<file path="src/sv/hcb_pkg.sv">
`timescale 1ns / 1ps
// ----------------------------------------------------------------------------
// hcb_pkg
// Shared constants, register indexes and types for the Hill cipher block unit.
// ----------------------------------------------------------------------------
package hcb_pkg;

  localparam int unsigned LETTER_W   = 5;
  localparam int unsigned KEY_DIM    = 4;
  localparam int unsigned KEY_W      = 5;
  localparam int unsigned ROW_W      = KEY_DIM * KEY_W;
  localparam int unsigned BSIZE_W    = 3;
  localparam int unsigned CFG_IDX_W  = 3;
  localparam int unsigned CFG_DATA_W = ROW_W;
  localparam int unsigned MAX_BLOCK_DEF = 4;

  localparam logic [LETTER_W-1:0] PAD_CODE     = LETTER_W'(23);
  localparam logic [LETTER_W-1:0] LETTER_COUNT = LETTER_W'(26);
  localparam logic [BSIZE_W-1:0]  BSIZE_RESET  = BSIZE_W'(2);

  // floor(2^16 / 26): quotient estimate is at most one low for sums below 2^13
  localparam int unsigned RECIP_W     = 12;
  localparam int unsigned RECIP_SHIFT = 16;
  localparam logic [RECIP_W-1:0] RECIP_26 = RECIP_W'(2520);

  localparam logic [CFG_IDX_W-1:0] CFG_BLOCK_SIZE    = CFG_IDX_W'(0);
  localparam logic [CFG_IDX_W-1:0] CFG_KEY_ROW_ZERO  = CFG_IDX_W'(1);
  localparam logic [CFG_IDX_W-1:0] CFG_KEY_ROW_ONE   = CFG_IDX_W'(2);
  localparam logic [CFG_IDX_W-1:0] CFG_KEY_ROW_TWO   = CFG_IDX_W'(3);
  localparam logic [CFG_IDX_W-1:0] CFG_KEY_ROW_THREE = CFG_IDX_W'(4);

  localparam int unsigned Q_DEPTH = 2;

  typedef struct packed {
    logic full;
    logic valid;
  } hcb_qstat_t;

endpackage

</file>
<file path="src/sv/hcb_front.sv">
`timescale 1ns / 1ps
// ----------------------------------------------------------------------------
// hcb_front
// Collects letters into a block, pads with X on message end and hands each
// closed block to the block queue.
// ----------------------------------------------------------------------------
module hcb_front import hcb_pkg::*; #(
  parameter int unsigned MAX_BLOCK = MAX_BLOCK_DEF,
  parameter int unsigned CNT_W     = $clog2(MAX_BLOCK + 1),
  parameter int unsigned DW        = MAX_BLOCK * LETTER_W + CNT_W + 1
) (
  input  logic                clk_i,
  input  logic                rst_ni,
  input  logic                in_valid_i,
  output logic                in_stall_o,
  input  logic [LETTER_W-1:0] letter_in_i,
  input  logic                message_end_i,
  input  logic [CNT_W-1:0]    size_i,
  input  hcb_qstat_t          qstat_i,
  output logic                push_o,
  output logic [DW-1:0]       push_data_o
);

  localparam int unsigned IDX_W = $clog2(MAX_BLOCK);

  logic [LETTER_W-1:0] buf_q [MAX_BLOCK];
  logic [CNT_W-1:0]    fill_q, fill_d;
  logic [CNT_W-1:0]    cnt;
  logic [IDX_W-1:0]    wr_idx;
  logic                accept;
  logic                close;
  logic [MAX_BLOCK*LETTER_W-1:0] blk_letters;

  assign in_stall_o = qstat_i.full;
  assign accept     = in_valid_i && !qstat_i.full;
  assign wr_idx     = fill_q[IDX_W-1:0];
  assign cnt        = fill_q + CNT_W'(1);
  assign close      = (cnt >= size_i) || message_end_i;

  always_comb begin
    for (int k = 0; k < MAX_BLOCK; k++) begin
      if (wr_idx == IDX_W'(k)) begin
        blk_letters[k*LETTER_W +: LETTER_W] = letter_in_i;
      end else if (CNT_W'(k) < cnt) begin
        blk_letters[k*LETTER_W +: LETTER_W] = buf_q[k];
      end else begin
        blk_letters[k*LETTER_W +: LETTER_W] = PAD_CODE;
      end
    end
  end

  always_comb begin
    fill_d = fill_q;
    if (accept) begin
      fill_d = close ? '0 : cnt;
    end
  end

  assign push_o      = accept && close;
  assign push_data_o = {message_end_i, size_i, blk_letters};

  always_ff @(posedge clk_i or negedge rst_ni) begin
    if (!rst_ni) begin
      fill_q <= '0;
    end else begin
      fill_q <= fill_d;
    end
  end

  always_ff @(posedge clk_i) begin
    if (accept) begin
      buf_q[wr_idx] <= letter_in_i;
    end
  end

endmodule

</file>
<file path="src/sv/hcb_queue.sv">
`timescale 1ns / 1ps
// ----------------------------------------------------------------------------
// hcb_queue
// Two-entry block queue between the collecting front and the matrix back end.
// ----------------------------------------------------------------------------
module hcb_queue import hcb_pkg::*; #(
  parameter int unsigned DW = 1
) (
  input  logic          clk_i,
  input  logic          rst_ni,
  input  logic          push_i,
  input  logic [DW-1:0] push_data_i,
  input  logic          pop_i,
  output logic [DW-1:0] head_data_o,
  output hcb_qstat_t    qstat_o
);

  localparam int unsigned PTR_W = $clog2(Q_DEPTH);
  localparam int unsigned CNT_W = $clog2(Q_DEPTH + 1);

  logic [DW-1:0]    mem_q [Q_DEPTH];
  logic [PTR_W-1:0] wr_ptr_q, wr_ptr_d;
  logic [PTR_W-1:0] rd_ptr_q, rd_ptr_d;
  logic [CNT_W-1:0] count_q, count_d;
  logic             do_push;
  logic             do_pop;

  assign qstat_o.full  = (count_q == CNT_W'(Q_DEPTH));
  assign qstat_o.valid = (count_q != '0);
  assign do_push       = push_i && !qstat_o.full;
  assign do_pop        = pop_i && qstat_o.valid;
  assign head_data_o   = mem_q[rd_ptr_q];

  always_comb begin
    wr_ptr_d = wr_ptr_q;
    rd_ptr_d = rd_ptr_q;
    count_d  = count_q;
    if (do_push) begin
      wr_ptr_d = (wr_ptr_q == PTR_W'(Q_DEPTH - 1)) ? '0 : wr_ptr_q + PTR_W'(1);
    end
    if (do_pop) begin
      rd_ptr_d = (rd_ptr_q == PTR_W'(Q_DEPTH - 1)) ? '0 : rd_ptr_q + PTR_W'(1);
    end
    if (do_push && !do_pop) begin
      count_d = count_q + CNT_W'(1);
    end else if (do_pop && !do_push) begin
      count_d = count_q - CNT_W'(1);
    end
  end

  always_ff @(posedge clk_i or negedge rst_ni) begin
    if (!rst_ni) begin
      wr_ptr_q <= '0;
      rd_ptr_q <= '0;
      count_q  <= '0;
    end else begin
      wr_ptr_q <= wr_ptr_d;
      rd_ptr_q <= rd_ptr_d;
      count_q  <= count_d;
    end
  end

  always_ff @(posedge clk_i) begin
    if (do_push) begin
      mem_q[wr_ptr_q] <= push_data_i;
    end
  end

endmodule

</file>
<file path="src/sv/hcb_back.sv">
`timescale 1ns / 1ps
// ----------------------------------------------------------------------------
// hcb_back
// Walks the key rows of the head block, one row per cycle unless stalled:
// dot product, reciprocal quotient, remainder correction, output register.
// ----------------------------------------------------------------------------
module hcb_back import hcb_pkg::*; #(
  parameter int unsigned MAX_BLOCK = MAX_BLOCK_DEF,
  parameter int unsigned CNT_W     = $clog2(MAX_BLOCK + 1),
  parameter int unsigned DW        = MAX_BLOCK * LETTER_W + CNT_W + 1
) (
  input  logic                         clk_i,
  input  logic                         rst_ni,
  input  hcb_qstat_t                   qstat_i,
  input  logic [DW-1:0]                head_data_i,
  output logic                         pop_o,
  input  logic [KEY_DIM-1:0][ROW_W-1:0] key_rows_i,
  output logic                         out_valid_o,
  input  logic                         out_stall_i,
  output logic [LETTER_W-1:0]          letter_out_o,
  output logic                         block_last_o,
  output logic                         message_done_o
);

  localparam int unsigned IDX_W  = $clog2(MAX_BLOCK);
  localparam int unsigned PROD_W = LETTER_W + KEY_W;
  localparam int unsigned SUM_W  = PROD_W + $clog2(MAX_BLOCK);
  localparam int unsigned MUL_W  = SUM_W + RECIP_W;
  localparam int unsigned KCOLS  = (MAX_BLOCK < KEY_DIM) ? MAX_BLOCK : KEY_DIM;

  logic [MAX_BLOCK*LETTER_W-1:0] h_letters;
  logic [CNT_W-1:0]              h_size;
  logic                          h_done;

  logic             adv;
  logic [IDX_W-1:0] row_q, row_d;
  logic             row_last;
  logic [ROW_W-1:0] key_row;
  logic [SUM_W-1:0] dot;

  logic             s1_valid_q;
  logic [SUM_W-1:0] s1_sum_q;
  logic             s1_last_q, s1_done_q;
  logic [MUL_W-1:0] recip_prod;

  logic             s2_valid_q;
  logic [SUM_W-1:0] s2_sum_q, s2_quot_q;
  logic             s2_last_q, s2_done_q;
  logic [SUM_W-1:0] rem_raw, rem_fix;

  logic                out_valid_q;
  logic [LETTER_W-1:0] out_letter_q;
  logic                out_last_q, out_done_q;

  assign {h_done, h_size, h_letters} = head_data_i;

  assign adv      = !out_valid_q || !out_stall_i;
  assign row_last = (CNT_W'(row_q) + CNT_W'(1)) == h_size;
  assign pop_o    = adv && qstat_i.valid && row_last;

  always_comb begin
    key_row = '0;
    for (int r = 0; r < KEY_DIM; r++) begin
      if (4'(row_q) == 4'(r)) begin
        key_row = key_rows_i[r];
      end
    end
  end

  always_comb begin
    dot = '0;
    for (int k = 0; k < KCOLS; k++) begin
      if (CNT_W'(k) < h_size) begin
        dot = dot + SUM_W'(key_row[k*KEY_W +: KEY_W])
                  * SUM_W'(h_letters[k*LETTER_W +: LETTER_W]);
      end
    end
  end

  always_comb begin
    row_d = row_q;
    if (adv && qstat_i.valid) begin
      row_d = row_last ? '0 : row_q + IDX_W'(1);
    end
  end

  assign recip_prod = MUL_W'(s1_sum_q) * MUL_W'(RECIP_26);
  assign rem_raw    = s2_sum_q - SUM_W'(s2_quot_q * SUM_W'(LETTER_COUNT));
  assign rem_fix    = (rem_raw >= SUM_W'(LETTER_COUNT)) ? rem_raw - SUM_W'(LETTER_COUNT)
                                                         : rem_raw;

  always_ff @(posedge clk_i or negedge rst_ni) begin
    if (!rst_ni) begin
      row_q       <= '0;
      s1_valid_q  <= 1'b0;
      s2_valid_q  <= 1'b0;
      out_valid_q <= 1'b0;
    end else begin
      row_q <= row_d;
      if (adv) begin
        s1_valid_q  <= qstat_i.valid;
        s2_valid_q  <= s1_valid_q;
        out_valid_q <= s2_valid_q;
      end
    end
  end

  always_ff @(posedge clk_i) begin
    if (adv) begin
      s1_sum_q     <= dot;
      s1_last_q    <= row_last;
      s1_done_q    <= row_last && h_done;
      s2_sum_q     <= s1_sum_q;
      s2_quot_q    <= SUM_W'(recip_prod >> RECIP_SHIFT);
      s2_last_q    <= s1_last_q;
      s2_done_q    <= s1_done_q;
      out_letter_q <= rem_fix[LETTER_W-1:0];
      out_last_q   <= s2_last_q;
      out_done_q   <= s2_done_q;
    end
  end

  assign out_valid_o    = out_valid_q;
  assign letter_out_o   = out_letter_q;
  assign block_last_o   = out_last_q;
  assign message_done_o = out_done_q;

endmodule

</file>
<file path="src/sv/hill_cipher_block_mod26_unit.sv">
`timescale 1ns / 1ps
// ----------------------------------------------------------------------------
// hill_cipher_block_mod26_unit
// Hill cipher block engine modulo 26: collects letters into blocks, pads with
// X on message end and multiplies each block by the configured key matrix.
//
//   channel | handshake                 | payload
//   --------+---------------------------+------------------------------------
//   in      | in_valid_i / in_stall_o   | letter_in_i, message_end_i
//   out     | out_valid_o / out_stall_i | letter_out_o, block_last_o,
//           |                           | message_done_o
//   cfg     | cfg_we_i                  | cfg_idx_i, cfg_wdata_i
//
// One letter per cycle in, one result letter per cycle out, each unless its
// channel stalls; the back end works through one key row a cycle. A closed
// block enters the queue; its rows then pass s1, s2 and the output register.
// in_stall_o rises only while the two-entry block queue is full.
// Reset clears fill count, queue and pipeline valids; block size resets to 2.
// ----------------------------------------------------------------------------
module hill_cipher_block_mod26_unit import hcb_pkg::*; #(
  parameter int unsigned MAX_BLOCK = MAX_BLOCK_DEF
) (
  input  logic                  clk_i,
  input  logic                  rst_ni,
  input  logic                  in_valid_i,
  output logic                  in_stall_o,
  input  logic [LETTER_W-1:0]   letter_in_i,
  input  logic                  message_end_i,
  output logic                  out_valid_o,
  input  logic                  out_stall_i,
  output logic [LETTER_W-1:0]   letter_out_o,
  output logic                  block_last_o,
  output logic                  message_done_o,
  input  logic                  cfg_we_i,
  input  logic [CFG_IDX_W-1:0]  cfg_idx_i,
  input  logic [CFG_DATA_W-1:0] cfg_wdata_i
);

  localparam int unsigned CNT_W = $clog2(MAX_BLOCK + 1);
  localparam int unsigned DW    = MAX_BLOCK * LETTER_W + CNT_W + 1;

  logic [BSIZE_W-1:0]            block_size_q;
  logic [KEY_DIM-1:0][ROW_W-1:0] key_rows_q;
  logic [CNT_W-1:0]              size_eff;

  logic          push;
  logic [DW-1:0] push_data;
  logic          pop;
  logic [DW-1:0] head_data;
  hcb_qstat_t    qstat;

  always_ff @(posedge clk_i or negedge rst_ni) begin
    if (!rst_ni) begin
      block_size_q <= BSIZE_RESET;
      key_rows_q   <= '0;
    end else if (cfg_we_i) begin
      case (cfg_idx_i)
        CFG_BLOCK_SIZE:    block_size_q  <= cfg_wdata_i[BSIZE_W-1:0];
        CFG_KEY_ROW_ZERO:  key_rows_q[0] <= cfg_wdata_i[ROW_W-1:0];
        CFG_KEY_ROW_ONE:   key_rows_q[1] <= cfg_wdata_i[ROW_W-1:0];
        CFG_KEY_ROW_TWO:   key_rows_q[2] <= cfg_wdata_i[ROW_W-1:0];
        CFG_KEY_ROW_THREE: key_rows_q[3] <= cfg_wdata_i[ROW_W-1:0];
        default: ;
      endcase
    end
  end

  always_comb begin
    if (block_size_q < BSIZE_W'(2)) begin
      size_eff = CNT_W'(2);
    end else if (5'(block_size_q) > 5'(MAX_BLOCK)) begin
      size_eff = CNT_W'(MAX_BLOCK);
    end else begin
      size_eff = CNT_W'(block_size_q);
    end
  end

  hcb_front #(
    .MAX_BLOCK (MAX_BLOCK),
    .CNT_W     (CNT_W),
    .DW        (DW)
  ) u_front (
    .clk_i         (clk_i),
    .rst_ni        (rst_ni),
    .in_valid_i    (in_valid_i),
    .in_stall_o    (in_stall_o),
    .letter_in_i   (letter_in_i),
    .message_end_i (message_end_i),
    .size_i        (size_eff),
    .qstat_i       (qstat),
    .push_o        (push),
    .push_data_o   (push_data)
  );

  hcb_queue #(
    .DW (DW)
  ) u_queue (
    .clk_i       (clk_i),
    .rst_ni      (rst_ni),
    .push_i      (push),
    .push_data_i (push_data),
    .pop_i       (pop),
    .head_data_o (head_data),
    .qstat_o     (qstat)
  );

  hcb_back #(
    .MAX_BLOCK (MAX_BLOCK),
    .CNT_W     (CNT_W),
    .DW        (DW)
  ) u_back (
    .clk_i          (clk_i),
    .rst_ni         (rst_ni),
    .qstat_i        (qstat),
    .head_data_i    (head_data),
    .pop_o          (pop),
    .key_rows_i     (key_rows_q),
    .out_valid_o    (out_valid_o),
    .out_stall_i    (out_stall_i),
    .letter_out_o   (letter_out_o),
    .block_last_o   (block_last_o),
    .message_done_o (message_done_o)
  );

`ifndef SYNTHESIS
  a_letter_range: assert property (@(posedge clk_i) disable iff (!rst_ni)
    out_valid_o |-> (letter_out_o < LETTER_COUNT))
    else $error("result letter not reduced modulo 26");

  a_done_on_last: assert property (@(posedge clk_i) disable iff (!rst_ni)
    (out_valid_o && message_done_o) |-> block_last_o)
    else $error("message end flagged off a block boundary");

  a_no_overflow: assert property (@(posedge clk_i) disable iff (!rst_ni)
    push |-> !qstat.full)
    else $error("block pushed into a full queue");

  a_pop_nonempty: assert property (@(posedge clk_i) disable iff (!rst_ni)
    pop |-> qstat.valid)
    else $error("block popped from an empty queue");
`endif

endmodule

</file>
<file path="config.mk">
export PLATFORM = sky130hd
export DESIGN_NAME = hill_cipher_block_mod26_unit
export DESIGN_NICKNAME = d
export VERILOG_FILES = /design/src/sv/hcb_pkg.sv /design/src/sv/hcb_front.sv /design/src/sv/hcb_queue.sv /design/src/sv/hcb_back.sv /design/src/sv/hill_cipher_block_mod26_unit.sv
export SDC_FILE = /design/constraint.sdc
export NUM_CORES = 1
export LEC_CHECK = 0
export ABC_AREA = 0
export BUFFER_PORTS_ARGS = -buffer_cell sky130_fd_sc_hd__buf_2
export CORE_AREA = 3 3 162 203
export CTS_CLUSTER_DIAMETER = 80
export DETAILED_ROUTE_END_ITERATION = 7
export DIE_AREA = 0 0 165 206
export HOLD_SLACK_MARGIN = 0.05
export PLACE_DENSITY = 0.78
export SYNTH_ARGS = -nofsm -noshare
export SYNTH_HDL_FRONTEND = slang
export SYNTH_SLANG_ARGS = --single-unit
</file>
<file path="constraint.sdc">
create_clock -name clk_i -period 15.45 [get_ports clk_i]
set_input_delay 3.09 -clock clk_i [delete_from_list [all_inputs] [get_ports clk_i]]
set_output_delay 3.09 -clock clk_i [all_outputs]
set_load 0.01 [all_outputs]
</file>
== After elaboration in Yosys (flattened, before gate mapping) ==
Memories as Yosys holds them, arrays and structs flattened.
Index checks and enable logic that the tools add are counted.

* Flip-flop bits (word level): 138
* Logic and storage cells: 122
* Input bits: 34
* Memory bits (writable): 68
* Output and inout bits: 9
* Memories: 2

{| class="wikitable"
|+ Memories
! memory !! depth !! bits a word !! rd ports !! clocked after Yosys merged registers in !! write ports !! line !! text
|-
| u_queue.mem_q || 2 || 24 || 1 || 0 || 1 || hcb_queue.sv:21 || <nowiki>logic [DW-1:0] mem_q [Q_DEPTH];</nowiki>
|-
| u_front.buf_q || 4 || 5 || 4 || 0 || 1 || hcb_front.sv:26 || <nowiki>logic [LETTER_W-1:0] buf_q [MAX_BLOCK];</nowiki>
|}

* Reduce and logical (&&, ||, !) cells: 26
* Eq/ne operators: 12
* Muxes and demuxes: 29
* $mul: 6
* $lt $le $gt $ge: 12
* $add $sub $neg: 12

{| class="wikitable"
|+ Operators with widths
! cell !! count
|-
| $mux 20 || 4
|-
| $mux 5 || 9
|-
| $mul 5x5->10 || 4
|-
| $mux 12 || 3
|-
| $add 12x10->12 || 2
|-
| $mul 12x9->21 const B || 1
|-
| $ge 12x5->1 const B || 1
|-
| $lt 1x3->1 const A || 4
|-
| $lt 2x3->1 const A || 4
|-
| $sub 12x12->12 || 1
|-
| $add 10x10->11 || 1
|-
| $mul 8x4->11 const B || 1
|-
| $eq 2x2->1 const B || 5
|-
| $mux 10 || 1
|-
| $reduce_and 2->1 || 5
|-
| $logic_and 1x1->1 || 9
|-
| $mux 3 || 3
|-
| $eq 3x2->1 const B || 2
|-
| $mux 1 || 6
|-
| $mux 2 || 3
|-
| $logic_not 1->1 || 5
|-
| $sub 5x5->5 const B || 1
|-
| $add 2x1->2 const B || 2
|-
| $eq 2x1->1 const B || 2
|-
| 14 further kinds || 18
|}

== Longest topological paths before layout ==
* Depth in word-level cells: 13
* Depth in mapped cells: 49
* Depth with buffers taken out: 47

== Cells and area by module ==
A second synthesis with hierarchy kept.

* Cells, all modules: 1,408
* Area, all modules: 15,830.2 µm²

{| class="wikitable"
|+ By module, submodules not included
! module !! sequential area each (µm²) !! area each (µm²) !! cells each !! times used
|-
| hcb_back || 1,416.4 || 9,349.0 || 1,025 || 1
|-
| hill_cipher_block_mod26_unit || 2,078.2 || 3,225.6 || 182 || 1
|-
| hcb_queue || 1,541.5 || 2,034.5 || 94 || 1
|-
| hcb_front || 675.6 || 1,221.2 || 107 || 1
|}

== Worst setup path after synthesis ==
No wires, ideal clock.

* Kind: register to register
* From: register u_back.row_q[0]
* To: register u_back.s1_sum_q[10] (data pin)
* Setup time: 0.270 ns
* Data required time: 15.180 ns
* Arrival time: 11.370 ns
* Period minus slack after synthesis: 11.640 ns
* Path buffers: 2
* Slack: 3.810 ns
* Stages on the path, launching flop included: 46
* Cells stage by stage: dfrtp_1 > inv_1 > ha_1 > nor2b_1 > buf_6 > clkbuf_1 > a22oi_1 > nor2_1 > a21oi_1 > nor2_1 > a21oi_1 > or2_2 > fa_1 > fa_1 > fa_1 > inv_1 > ha_1 > xnor2_1 > [10 not listed] > fa_1 > fa_1 > inv_1 > ha_1 > xnor2_1 > o21ai_1 > fa_1 > fa_1 > fa_1 > inv_1 > ha_1 > a21o_1 > a21oi_1 > o21bai_1 > a2111oi_0 > o21ai_0 > nand3_1 > o311ai_1

* Cells in the longest elaborated chain, start to end: 13
* Elaborated cells between the ends (all ways): 19
* Classes of those cells: add/sub (3); mul (4); eq/ne (3); mux (8); reduce/logical (1)

{| class="wikitable"
|+ Ends and longest elaborated chain
! element !! line !! text
|-
| from (decl) || hcb_back.sv:36 || <nowiki>logic [IDX_W-1:0] row_q, row_d;</nowiki>
|-
| from (signal assigned) || hcb_back.sv:99 || <nowiki>row_q <= row_d;</nowiki>
|-
| $logic_not 2->1 || hcb_back.sv:64 || <nowiki>if (4'(row_q) == 4'(r)) begin</nowiki>
|-
| $mux 20 (3 in a row) || hcb_back.sv:64 ||
|-
| $mux 20 * || hcb_back.sv:64 ||
|-
| $mul 5x5->10 || hcb_back.sv:75 || <nowiki>* SUM_W'(h_letters[k*LETTER_W +: LETTER_W]);</nowiki>
|-
| $mux 10 || hcb_back.sv:73 || <nowiki>if (CNT_W'(k) < h_size) begin</nowiki>
|-
| $add 10x10->11 || hcb_back.sv:74 || <nowiki>dot = dot + SUM_W'(key_row[k*KEY_W +: KEY_W])</nowiki>
|-
| $mux 12 || hcb_back.sv:73 ||
|-
| $add 12x10->12 || hcb_back.sv:74 ||
|-
| $mux 12 || hcb_back.sv:73 ||
|-
| $add 12x10->12 || hcb_back.sv:74 ||
|-
| $mux 12 * || hcb_back.sv:73 ||
|-
| net u_back.dot[10] || hcb_back.sv:39 || <nowiki>logic [SUM_W-1:0] dot;</nowiki>
|-
| to (signal assigned) || hcb_back.sv:110 || <nowiki>s1_sum_q <= dot;</nowiki>
|-
| to (decl) || hcb_back.sv:42 || <nowiki>logic [SUM_W-1:0] s1_sum_q;</nowiki>
|}

Mark *: on every way through the listed nets, which the timed path passes. The rest lies on a longest branch.
A chain may end at the register's enable or synchronous reset.

== Final worst setup path ==
* From: register u_back.row_q[1]
* To: register u_back.s1_sum_q[10] (data pin)

The elaborated chain is that of the path after synthesis.

==> impl_metrics.csv <==
group,metric,value,unit
grt,use_met1,21.7,%
timing,final.setup.tns,0,ns
placement,dp_worst_setup_slack,2.94,ns
worst_setup_path,worst_path_largest_cell_delay,0.54,ns
worst_setup_path,setup.worst_path.end_class,"flop",
worst_setup_path,timing.critical_path.arrival,12.83,ns
detailed_routing,detail_route.drc_violations,0,
clock_tree,gates_resized_cts_repair,0,
synth,synth_area,15500,um2
worst_setup_path,cp_common_cell,"sky130_fd_sc_hd__fa_1",
cells_and_area,num_antenna_cells,0,
grt,grtUsageTotal,19.3,%
synth,number_of_flops_mapped_to_enable_cells_by_yosys,111,
cells_and_area,layout.cell_area.non_filler,16900,um2
floorplanning,die-area,34000,um2
detailed_routing,drt-pass1-iter-count,7,
clock_tree,cts_buffers,22,
timing,worst_hold_slack,0.420,ns
detailed_routing,wl,31600,um
synth,dominantRegCellSynth,"sky130_fd_sc_hd__edfxtp_1",
clock_tree,clock_latency,0.53,ns
floorplanning,floorplan.initialDensity,49.8,%
timing,min_period_over_period,81.5,%
synth,syn_inst,1415,
clock_tree,cts_setup_buffers,0,
grt,gr-usage-met2,37.9,%
grt,grt_overflow,0,
cells_and_area,drive_above_1_share,15.6,%
timing,finalSetupViolations,0,
placement,placedInstanceArea,16200,um2
synth,synth-compound-area-share,8.41,%
synth,post_synth_top_cells,"sky130_fd_sc_hd__inv_1, sky130_fd_sc_hd__ha_1, sky130_fd_sc_hd__nor2_1",
cells_and_area,layout.nets,1763,
floorplanning,coreArea,31100,um2
synth,synthesis.yosys.warnings,0,
worst_setup_path,critPathBufInv,7,
placement,dpl.hpwl,24800,um
floorplanning,die_h,206,um
detailed_routing,avgRoutedWirePerCell,16.8,um
clock_tree,cts_max_level,1,
timing,max_slew.worst_pin.slew,1.20,ns
synth,synth-seq-area-share,36.9,%
clock_tree,clock_buffer_depth,3,
timing,maxSlewViolCount,0,
synth,yosys.area_share.xor_xnor,3.00,%
clock_tree,cts.clk_slew.worst_paths,0.06,ns
synth,synth_seq_cells,206,
job,timing.max_cap.violations,0,
grt,grt_max_degree,66,
detailed_routing,ant_nets,0,
clock_tree,clock_tree.root_cell,"sky130_fd_sc_hd__clkbuf_16",
worst_setup_path,cp.required,15.68,ns
synth,synth.top_cells.by_area,"sky130_fd_sc_hd__edfxtp_1, sky130_fd_sc_hd__dfrtp_1, sky130_fd_sc_hd__ha_1, sky130_fd_sc_hd__fa_1, sky130_fd_sc_hd__mux2_2",
synth,async_reset_ff_share,46.1,%
placement,placement.io_buffers,42,
cells_and_area,final.fill_count,2639,
floorplanning,floorplan_die_width,165,um
worst_setup_path,crit_path_max_fanout,22,
detailed_routing,detailroute.via_count,10348,
worst_setup_path,worstSetupPathType,"reg2reg",
synth,synthDominantAreaCellType,"sky130_fd_sc_hd__edfxtp_1",
floorplanning,num_io_pins,43,
grt,peak_usage_layer_in_the_global_routing_report,"met2",
timing,period_needed,12.60,ns
floorplanning,core.rowCount,72,
timing,final.setup_skew,0.0155,ns
detailed_routing,post_dr_vias_cell,5.50,
grt,grt_first_pass_wirelength,53100,um
grt,number_of_antenna_violations_at_the_first_check_in_global_routing,0,
timing,finalHoldViolCount,0,
synth,yosys.area.top_type_share,21.5,%
worst_setup_path,critical_path.top_delay_family,"adder cells",
timing,setup_repair_after_global_routing_missed_its_margin,"false",
cells_and_area,syn_to_final_growth,9.08,%
min_path,hold_path.class,"reg2reg",
worst_setup_path,crit_path_top_delay_cell,"sky130_fd_sc_hd__fa_1",
outcome,outcome,"finished, final reports clean",
timing,max_transition_margin,19.7,%
synth,muxShareOfSynthArea,9.70,%
clock_tree,clock_sink_count,206,
synth,avgSynthCellArea,10.9,um2
synth,most_instantiated_library_cell_after_synthesis,"sky130_fd_sc_hd__inv_1",
synth,synthAdderAreaFrac,26.7,%
worst_setup_path,crit_path_start_kind,"flop",
grt,number_of_global_route_vias_before_repair,10953,
synth,syn_nets,1718,
clock_tree,cts_tree,"done",
synth,largest_family_of_logic_cells_by_synthesized_area,"adder cells",
timing,max_clock_freq,79.4,MHz
grt,groute.layer.met3.usage,1.88,%
synth,synth.distinct_cells,68,
timing,finalWorstSetupSlack,2.85,ns
synth,synth_simple_gate_area_share,9.71,%
clock_tree,hold_buffers,0,
detailed_routing,initialDrtViolationCount,503,
placement,routabilityCongestion,0.892,
==> layout by cell type, fill, tap and decap left out, types with 19 or more instances in the layout <==
cell type and count:
sky130_fd_sc_hd__xor2_1 19, sky130_fd_sc_hd__nor2_1 140, sky130_fd_sc_hd__mux2i_1 24, sky130_fd_sc_hd__edfxtp_1 111, sky130_fd_sc_hd__buf_2 41, sky130_fd_sc_hd__xnor2_1 34, sky130_fd_sc_hd__clkbuf_16 22, sky130_fd_sc_hd__o21ai_0 27
sky130_fd_sc_hd__ha_1 167, sky130_fd_sc_hd__mux2_2 108, sky130_fd_sc_hd__nand2_1 67, sky130_fd_sc_hd__fa_1 102, sky130_fd_sc_hd__a21o_1 20, sky130_fd_sc_hd__a21oi_1 78, sky130_fd_sc_hd__a22oi_1 22, sky130_fd_sc_hd__inv_1 192
sky130_fd_sc_hd__nand2b_1 27, sky130_fd_sc_hd__dfrtp_1 93
==> state kept, by name (all words and copies together), names as in the netlist, 2 cells and up <==
signal and flops:
u_back.s2_quot_q 8, block_size_q 3, u_back.s2_sum_q 12, u_back.s1_sum_q 12, u_front.fill_q 3, u_back.letter_out_o 5, u_queue.count_q 2, u_queue.mem_q 48
u_back.row_q 2, key_rows_q 80, u_front.buf_q 20
==> final timing paths <==
path / startpoint / end / slack (ns) / cells past startpoint
setup / recovery: u_back.row_q[1] / u_back.s1_sum_q[10] / 2.85 / 41
hold / removal: u_back.s2_sum_q[0] / u_back.letter_out_o[0] / 0.42 / 0
setup reg to reg: u_back.row_q[1] / u_back.s1_sum_q[10] / 2.85 / 41
hold reg to reg: u_back.s2_sum_q[0] / u_back.letter_out_o[0] / 0.42 / 0
max in group asynchronous: rst_ni / key_rows_q[72] / 11.82 / 2
min in group asynchronous: rst_ni / block_size_q[0] / 2.49 / 1
==> logic make-up after synthesis <==
kind of cell    after synthesis
mux                         134
buf+inv                     224
xor+xnor                     53
fa+ha+maj                   269
compound gates              205
flops                       206
simple gates                324
==> final cells by class <==
class,count,area [um2],share of cell area (%)
multi-input combinational,985,8910,52.8
sequential,206,5710,33.8
inverter,192,721,4.27
clock buffer,24,568,3.36
tap,407,509,3.02
timing repair buffer,53,295,1.75
clock inverter,16,165,0.978
==> stage by stage <==
stage / std cells / utilization (%)
final: 1883 / 54.3
after global routing: 1883 / 54.3
after CTS: 1883 / 54.3
after detailed placement: 1843 / 52.0
after global placement: 1843 / 52.0
after floorplan: 1415 / -
==> routing by layer <==
layer | up-vias | wire [um]
met4 | 0 | 959
met5 | - | 0
met1 | 5165 | 12100
met2 | 188 | 17600
li1 | 4923 | -
met3 | 72 | 967
Power is not shown: default switching activity piles up to over one toggle a cycle in this logic, so the estimate is an artifact.
